--- src/rtl/bsm_pkg.sv ---
// Shared types and helpers for the Booth radix-2 signed multiplier.
`default_nettype none

package bsm_pkg;

  // Action that one Booth recoding step applies to the accumulator.
  typedef enum logic [1:0] {
    BOOTH_HOLD,
    BOOTH_ADD,
    BOOTH_SUB
  } booth_op_t;

  // Decode the pair (multiplier bit 0, previous bit) into a Booth action.
  function automatic booth_op_t booth_op(input logic q0, input logic q_prev);
    booth_op_t op;
    unique case ({q0, q_prev})
      2'b01:   op = BOOTH_ADD;
      2'b10:   op = BOOTH_SUB;
      default: op = BOOTH_HOLD;
    endcase
    return op;
  endfunction

endpackage : bsm_pkg

`default_nettype wire

--- src/rtl/bsm_if.sv ---
// Valid/ready channel interfaces for operand and product transactions.
`default_nettype none

interface bsm_in_if #(
  parameter int WIDTH = 16
);
  logic                    valid;
  logic                    ready;
  logic signed [WIDTH-1:0] multiplicand;
  logic signed [WIDTH-1:0] multiplier;

  modport source (output valid, output multiplicand, output multiplier, input ready);
  modport sink   (input valid, input multiplicand, input multiplier, output ready);
endinterface : bsm_in_if

interface bsm_out_if #(
  parameter int WIDTH = 16
);
  logic                      valid;
  logic                      ready;
  logic signed [2*WIDTH-1:0] product;

  modport source (output valid, output product, input ready);
  modport sink   (input valid, input product, output ready);
endinterface : bsm_out_if

`default_nettype wire

--- src/rtl/booth_signed_multiplier.sv ---
// Top level of the pipelined Booth radix-2 signed multiplier.
//
//   channel | direction | payload                              | handshake
//   --------+-----------+--------------------------------------+-------------
//   in_if   | sink      | multiplicand[W-1:0], multiplier[W-1:0]| valid/ready
//   out_if  | source    | product[2W-1:0]                       | valid/ready
//
// An accepted transaction reaches out_if as a product through the pipeline stages:
// one pipeline stage per Booth iteration, each stage one (WIDTH+1)-bit add/sub.
// Throughput is one transaction per cycle while out_if is not stalled.
// rst_n (synchronous, active low) clears all stage valid bits; payload is not reset.
// A stall on out_if freezes the whole pipeline; in_if.ready drops in the same
// cycle, so nothing is lost or repeated. Bubbles are carried, not squeezed out.
`default_nettype none

module booth_signed_multiplier #(
  parameter int WIDTH = 16
) (
  input  wire logic clk,
  input  wire logic rst_n,
  bsm_in_if.sink    in_if,
  bsm_out_if.source out_if
);

  // Per-stage state: accumulator A (one bit wider), multiplier/low half Q,
  // previous bit, multiplicand travelling alongside, and a valid bit.
  logic [WIDTH:0]   a_r  [WIDTH];
  logic [WIDTH-1:0] q_r  [WIDTH];
  logic             qp_r [WIDTH];
  logic [WIDTH-1:0] m_r  [WIDTH];
  logic [WIDTH-1:0] vld_r;

  logic [WIDTH:0]   a_nxt  [WIDTH];
  logic [WIDTH-1:0] q_nxt  [WIDTH];
  logic             qp_nxt [WIDTH];

  logic advance;

  // Advance whenever the last stage is empty or its product is being taken.
  assign advance     = !vld_r[WIDTH-1] || out_if.ready;
  assign in_if.ready = advance;

  // First iteration works straight off the input: A and q_prev start at zero.
  bsm_step #(.WIDTH(WIDTH)) u_step0 (
    .a_i  ('0),
    .q_i  (in_if.multiplier),
    .qp_i (1'b0),
    .m_i  (in_if.multiplicand),
    .a_o  (a_nxt[0]),
    .q_o  (q_nxt[0]),
    .qp_o (qp_nxt[0])
  );

  for (genvar k = 1; k < WIDTH; k++) begin : g_step
    bsm_step #(.WIDTH(WIDTH)) u_step (
      .a_i  (a_r[k-1]),
      .q_i  (q_r[k-1]),
      .qp_i (qp_r[k-1]),
      .m_i  (m_r[k-1]),
      .a_o  (a_nxt[k]),
      .q_o  (q_nxt[k]),
      .qp_o (qp_nxt[k])
    );
  end

  // Valid bits: clear on reset, shift forward on advance.
  always_ff @(posedge clk) begin
    if (!rst_n) begin
      vld_r <= '0;
    end else if (advance) begin
      vld_r <= {vld_r[WIDTH-2:0], in_if.valid};
    end
  end

  // Payload registers: hold while stalled, advance with the valid bits.
  always_ff @(posedge clk) begin
    if (advance) begin
      a_r[0]  <= a_nxt[0];
      q_r[0]  <= q_nxt[0];
      qp_r[0] <= qp_nxt[0];
      m_r[0]  <= in_if.multiplicand;
      for (int k = 1; k < WIDTH; k++) begin
        a_r[k]  <= a_nxt[k];
        q_r[k]  <= q_nxt[k];
        qp_r[k] <= qp_nxt[k];
        m_r[k]  <= m_r[k-1];
      end
    end
  end

  // Product: upper half is A without its guard bit, lower half is Q.
  assign out_if.valid   = vld_r[WIDTH-1];
  assign out_if.product = {a_r[WIDTH-1][WIDTH-1:0], q_r[WIDTH-1]};

endmodule : booth_signed_multiplier

`default_nettype wire

--- src/rtl/bsm_step.sv ---
// One Booth radix-2 iteration: add/subtract into the upper half, then shift right.
`default_nettype none

module bsm_step #(
  parameter int WIDTH = 16
) (
  input  wire logic [WIDTH:0]   a_i,
  input  wire logic [WIDTH-1:0] q_i,
  input  wire logic             qp_i,
  input  wire logic [WIDTH-1:0] m_i,
  output logic      [WIDTH:0]   a_o,
  output logic      [WIDTH-1:0] q_o,
  output logic                  qp_o
);
  import bsm_pkg::*;

  logic [WIDTH:0] m_ext;
  logic [WIDTH:0] sum;
  booth_op_t      op;

  assign m_ext = {m_i[WIDTH-1], m_i};
  assign op    = booth_op(q_i[0], qp_i);

  always_comb begin
    unique case (op)
      BOOTH_ADD:  sum = a_i + m_ext;
      BOOTH_SUB:  sum = a_i - m_ext;
      BOOTH_HOLD: sum = a_i;
      default:    sum = a_i;
    endcase
  end

  // Arithmetic shift of {A, Q, q_prev} by one place.
  assign a_o  = {sum[WIDTH], sum[WIDTH:1]};
  assign q_o  = {sum[0], q_i[WIDTH-1:1]};
  assign qp_o = q_i[0];

endmodule : bsm_step

`default_nettype wire

--- src/flat_wrapper.sv ---
// flat-port wrapper written by rule: the top's interface ports become plain ports
module booth_signed_multiplier_flat 
#(
  parameter int WIDTH = 16
)
  (clk, rst_n, in_if_valid, in_if_multiplicand, in_if_multiplier, in_if_ready, out_if_valid, out_if_product, out_if_ready);
  bsm_in_if #(.WIDTH(WIDTH)) in_if_i ();
  bsm_out_if #(.WIDTH(WIDTH)) out_if_i ();
  input  wire logic clk;
  input  wire logic rst_n;
  input wire logic [$bits(in_if_i.valid)-1:0] in_if_valid;
  input wire logic [$bits(in_if_i.multiplicand)-1:0] in_if_multiplicand;
  input wire logic [$bits(in_if_i.multiplier)-1:0] in_if_multiplier;
  output wire logic [$bits(in_if_i.ready)-1:0] in_if_ready;
  output wire logic [$bits(out_if_i.valid)-1:0] out_if_valid;
  output wire logic [$bits(out_if_i.product)-1:0] out_if_product;
  input wire logic [$bits(out_if_i.ready)-1:0] out_if_ready;
  assign in_if_i.valid = in_if_valid;
  assign in_if_i.multiplicand = in_if_multiplicand;
  assign in_if_i.multiplier = in_if_multiplier;
  assign in_if_ready = in_if_i.ready;
  assign out_if_valid = out_if_i.valid;
  assign out_if_product = out_if_i.product;
  assign out_if_i.ready = out_if_ready;
  booth_signed_multiplier #(.WIDTH(WIDTH)) u_core (.clk(clk), .rst_n(rst_n), .in_if(in_if_i), .out_if(out_if_i));
endmodule
--- config.mk ---
export PLATFORM = sky130hd
export DESIGN_NAME = booth_signed_multiplier_flat
export DESIGN_NICKNAME = d
export VERILOG_FILES = /design/src/rtl/bsm_pkg.sv /design/src/rtl/bsm_if.sv /design/src/rtl/booth_signed_multiplier.sv /design/src/rtl/bsm_step.sv /design/src/flat_wrapper.sv
export SDC_FILE = /design/constraint.sdc
export NUM_CORES = 1
export LEC_CHECK = 0
export ABC_AREA = 1
export BUFFER_PORTS_ARGS = -buffer_cell sky130_fd_sc_hd__buf_2
export CAP_MARGIN = 0
export CORE_MARGIN = 3
export CORE_UTILIZATION = 40
export CTS_BUF_LIST = sky130_fd_sc_hd__clkbuf_8
export DETAILED_ROUTE_END_ITERATION = 8
export GPL_TIMING_DRIVEN = 0
export SYNTH_ARGS = -nofsm -noshare
export SYNTH_HDL_FRONTEND = slang
export SYNTH_SLANG_ARGS = --single-unit
--- constraint.sdc ---
create_clock -name clk -period 19 [get_ports clk]
set_input_delay 0 -clock clk [delete_from_list [all_inputs] [get_ports clk]]
set_output_delay 0 -clock clk [all_outputs]
set_load 0.1 [all_outputs]
== Word level (Yosys, flattened, before mapping) ==
Memories as Yosys holds them, arrays and structs flattened.
Index checks and enable logic that the tools add are counted.

* RAM bits: 800
* Memories kept: 4
* Register bits: 16
* Logic and storage cells: 134
* Latch bits: 0
* ROM bits: 0

{| class="wikitable"
|+ Memories
! name !! words !! width !! read ports !! clocked after memory_dff !! write ports !! RTL line !! text
|-
| u_core.a_r || 16 || 17 || 16 || 0 || 16 || booth_signed_multiplier.sv:27 || <nowiki>logic [WIDTH:0] a_r [WIDTH];</nowiki>
|-
| u_core.m_r || 16 || 16 || 15 || 0 || 16 || booth_signed_multiplier.sv:30 || <nowiki>logic [WIDTH-1:0] m_r [WIDTH];</nowiki>
|-
| u_core.q_r || 16 || 16 || 16 || 0 || 16 || booth_signed_multiplier.sv:28 || <nowiki>logic [WIDTH-1:0] q_r [WIDTH];</nowiki>
|-
| u_core.qp_r || 16 || 1 || 15 || 0 || 16 || booth_signed_multiplier.sv:29 || <nowiki>logic qp_r [WIDTH];</nowiki>
|}

* Equal/unequal tests: 62
* Reductions and logical operators: 2
* Magnitude comparators: 0
* Add/subtract/negate cells: 31
* Bitwise logic cells: 0
* Divide/modulo/power cells: 0
* $mul: 0
* Multiplexer cells: 34
* Shift operators: 0

{| class="wikitable"
|+ Operators by type and width
! kind !! number
|-
| $pmux W17 S2 || 16
|-
| $add A17 B17 Y17 || 15
|-
| $sub A17 B17 Y17 || 15
|-
| $eq A2 B1 Y1 const B || 31
|-
| $eq A2 B2 Y1 const B || 31
|-
| $pmux W2 S2 || 15
|-
| $sub A1 B16 Y17 const A || 1
|-
| $mux W1 || 2
|-
| $mux W2 || 1
|-
| $logic_not A1 Y1 || 1
|-
| $logic_or A1 B1 Y1 || 1
|}

== Longest topological paths before layout ==
An unclocked memory read counts as a cell.

* Depth in word-level cells: 5
* Depth in mapped cells: 23
* Depth with buffers taken out: 23

== Modules after synthesis ==
Synthesis repeated with hierarchy kept, for this count alone.

* Cells, all modules: 5851
* Area, all modules: 51262.9 µm²

{| class="wikitable"
|+ By module, submodules not included
! module !! seq. area each (µm²) !! cells an instance !! instances !! area an instance (µm²)
|-
| booth_signed_multiplier || 23802.8 || 916 || 1 || 24410.9
|-
| bsm_step (u_core.g_step[12].u_step ...) || 0.0 || 308 || 8 || 1654.1
|-
| bsm_step (u_core.g_step[10].u_step ...) || 0.0 || 308 || 5 || 1691.6
|-
| bsm_step (u_core.g_step[8].u_step) || 0.0 || 308 || 1 || 1744.2
|-
| bsm_step (u_core.g_step[9].u_step) || 0.0 || 312 || 1 || 1726.7
|-
| bsm_step (u_core.u_step0) || 0.0 || 311 || 1 || 1690.4
|}

== Worst setup path before layout ==
OpenSTA, ideal clock, no wires.

* Path type: register to register
* Start point: register u_core.vld_r[15]
* End point: memory u_core.a_r[0][0] (netlist bit), enable pin
* Arrival time: 10.253 ns
* Clock period less this slack: 11.073 ns
* Path buffers: 1
* Cell stages (with the launch flop): 5
* Slack: 7.927 ns
* Cells stage by stage: dfxtp_1 inv_1 nor2_1 inv_1 buf_2

{| class="wikitable"
|+ RTL lines
! element !! RTL line !! text
|-
| from (decl) || booth_signed_multiplier.sv:31 || <nowiki>logic [WIDTH-1:0] vld_r;</nowiki>
|-
| from (signal assigned) || booth_signed_multiplier.sv:71 || <nowiki>vld_r <= {vld_r[WIDTH-2:0], in_if.valid};</nowiki>
|-
| to (decl) || booth_signed_multiplier.sv:27 ||
|}

==> flow_summary.json <==
{
  "outcome": "complete, no violations",
  "final_cell_mix": "nand2_1, edfxtp_1, inv_1",
  "synth_top_family_by_area": "simple AND/OR/NAND/NOR gates",
  "muxShareOfSynthArea": 0,
  "crit_fanout": 5,
  "total_power_uw": 7460,
  "cp_num_cells": 15,
  "required_ns": 19.57,
  "path_cells": "inv_1 > ha_1 > nand2_1 > nor2_1 > nor2_1 > xor2_1 > inv_1 > ha_1 > inv_1 > o21bai_1 > a21oi_1 > nand3_1 > or2_2 > nand3_1 > nand2_1",
  "final-setup-viol-count": 0,
  "postRouteWirelength_mm": 111,
  "power_density_nw_per_um2": 141,
  "fin_setup_tns_ns": 0,
  "slew_headroom": 0.536,
  "finalMaxSlewViolations": 0,
  "clkSlewWorstSetupHoldPaths_ns": 0.06,
  "routabilityCongestion": 0.905,
  "crit_path_top_delay_cell": "edfxtp_1",
  "crit_arrival_ns": 3.69,
  "worstSetupPathType": "flip-flop to flip-flop",
  "reg2regPathDepth": 15,
  "numCtsBuffers": 145,
  "clk_latency_ns": 0.83,
  "ctsResizeCount": 0,
  "yosys_warnings": 0,
  "post-place-ws_ns": 15.88,
  "port_buffers": 69,
  "grt_max_degree": 130,
  "p_leak_uw": 0.0250,
  "drive_above_1_share": 0.0616,
  "crit_path_start": "u_core.m_r[1][33]$_DFFE_PP_",
  "synthCells": 5451,
  "start_util": 0.404,
  "synth.avg_cell_area_um2": 8.62,
  "crit_path_max_incr_delay_ns": 0.44,
  "cp_top_family": "simple AND/OR/NAND/NOR gates",
  "overflow": 0,
  "hpwl_mm": 83.8,
  "syn_to_final_growth_pct": 12.6,
  "rsz0062_at_grt": "false",
  "syn_area_um2": 47000,
  "synthXorXnorAreaFrac": 0.0488,
  "crit_end": "u_core.a_r[1][59]$_DFFE_PP_",
  "cap_violations": 0,
  "drc": 0,
  "num_vias": 36000,
  "cts-htree-levels": 4,
  "dieArea_um2": 122000,
  "grt_use_total": 0.182,
  "cts_tree": "built",
  "yosysSeqAreaShare": 0.497,
  "final_nets": 6070,
  "cts_root_buf": "clkbuf_8",
  "rows": 125,
  "hold_viol_final": 0,
  "fmax_ghz": 0.320,
  "clock_path_buffers": 3,
  "drt-initial-drc-count": 2566,
  "r2r_slack_ns": 15.88,
  "syn_nets": 5773,
  "cp_common_cell": "inv_1",
  "cts.sinks": 783,
  "period_share": 0.164,
  "fp.dieW_um": 349,
  "period_minus_slack_ns": 3.12,
  "routedWlPerCell_um": 15.0,
  "antenna_found_initial": 3,
  "skew_ns": 0.0442,
  "ys_seq_elements": 783,
  "mostFrequentLayoutCell": "nand2_1",
  "coreArea_um2": 116000,
  "die_h_um": 349,
  "r2r_end": "u_core.a_r[1][59]$_DFFE_PP_",
  "io_pins": 70,
  "finalInstanceArea_um2": 52900,
  "seq_area_um2": 23400,
  "synth_compound_area_frac": 0.0744,
  "avgViaCountPerCell": 4.87,
  "crit_buf_inv": 3,
  "synthAdderAreaFrac": 0.0785,
  "hold_class": "input pin to flip-flop",
  "ir_worst_vdd_mv": 0.104,
  "dr.pass1.iters": 6,
  "ant_nets": 0,
  "grt_pass1_vias": 34100,
  "r2r-start": "u_core.m_r[1][33]$_DFFE_PP_",
  "dpl_cell_area_um2": 49500,
  "fillers": 11500,
  "holdWs_ns": 0.142,
  "grt_pass1_wl_mm": 178,
  "start_kind": "flip-flop",
  "multi_input_comb_area_um2": 20500,
  "ys_types": 40,
  "tightest_slew_ns": 0.696,
  "synthSimpleGateAreaFrac": 0.234,
  "crit_path_end_kind": "flip-flop",
  "setup_ws_ns": 15.88
}
[report_power, final]
part | internal, uW | switching (uW) | leakage, uW
Sequential | 2470 | 300 | 0.00842
Clock | 828 | 711 | 0.00153
Combinational | 1100 | 2060 | 0.0151
Total | 4390 | 3070 | 0.0250
[worst min-delay path by stage]
stage,startpoint,endpoint,slack (ns),cells past startpoint
final,in_if_multiplicand[9],u_core.a_r[0][8]$_SDFFCE_PN0P_,0.14,4
after global placement,in_if_multiplier[1],u_core.q_r[0][0]$_DFFE_PP_,0.18,1
after floorplan,in_if_multiplicand[0],u_core.m_r[0][0]$_DFFE_PP_,0.1,0
after CTS,in_if_multiplicand[14],u_core.a_r[0][13]$_SDFFCE_PN0P_,0.002,5
after global routing,in_if_multiplicand[9],u_core.a_r[0][8]$_SDFFCE_PN0P_,0.09,4
after detailed placement,in_if_multiplier[2],u_core.q_r[0][1]$_DFFE_PP_,0.18,1
[registers in the layout (all words and copies together), names as in the netlist]
name          flops
u_core.vld_r     16
u_core.q_r      256
u_core.qp_r      15
u_core.m_r      240
u_core.a_r      256
[cell type report]
class / count / area share
Inverter: 746 / 0.0529
Clock inverter: 108 / 0.0126
Antenna cell: 2 / 0.0000945
Timing Repair Buffer: 150 / 0.0242
Multi-Input combinational cell: 3838 / 0.387
Clock buffer: 150 / 0.0390
Tap cell: 1524 / 0.0360
Sequential cell: 783 / 0.441
Buffer: 84 / 0.00747
[per-stage QoR]
stage               utilization  cells
floorplan                     -   5451
global placement          0.423   7044
detailed placement        0.425   7051
CTS                       0.455   7383
global route              0.455   7385
finish                    0.455   7385
[cell families after synthesis]
kind of cell,count (synthesis)
adders and majority gates,286
buffers and inverters,830
AOI/OAI and AO/OA,626
xor gates and xnor gates,262
and+or+nand+nor,2664
DFF,783
[Yosys cell counts (all sizes together)]
cell	instances	area, um2
a21o	25	188
xnor2	104	911
nand3	274	1380
fa	15	300
buf	22	153
clkinv	21	78.8
a21oi	276	1400
inv	725	2720
xor2	158	1380
ha	271	3390
nand4	37	250
o31ai	47	353
or2	26	170
o21ai	218	1120
clkbuf	62	233
nor3b	2	15.0
o21bai	46	345
nor4	2	12.5
nor3	36	247
o21a	2	15.0
nand3b	63	473
nand2	1640	6170
edfxtp	767	23000
a31oi	12	75.1
nor2	584	2270
dfxtp	16	320
[worst min-delay path, cell delays in order]
cell,delay [ns]
dlygate4sd3_1,0.53
buf_2,0.14
inv_1,0.07
o21a_1,0.12
[metal layers]
metal  vias to the layer above  part of all wire  routed length (um)  GRT usage
met2                       736              0.48               52700      0.308
met5                         -                 0                   0          0
met1                     16600              0.45               50300      0.239
met3                       146             0.045                5030     0.0295
met4                         0             0.023                2550     0.0578
li1                      18600                 -                   -          -
[repair_timing]
action                                 CTS  global route
endpoints found under the hold margin   65             0
hold buffers                            74             0
buffers inserted                         0             0
Note: power is estimated with default switching activity, not from simulation.
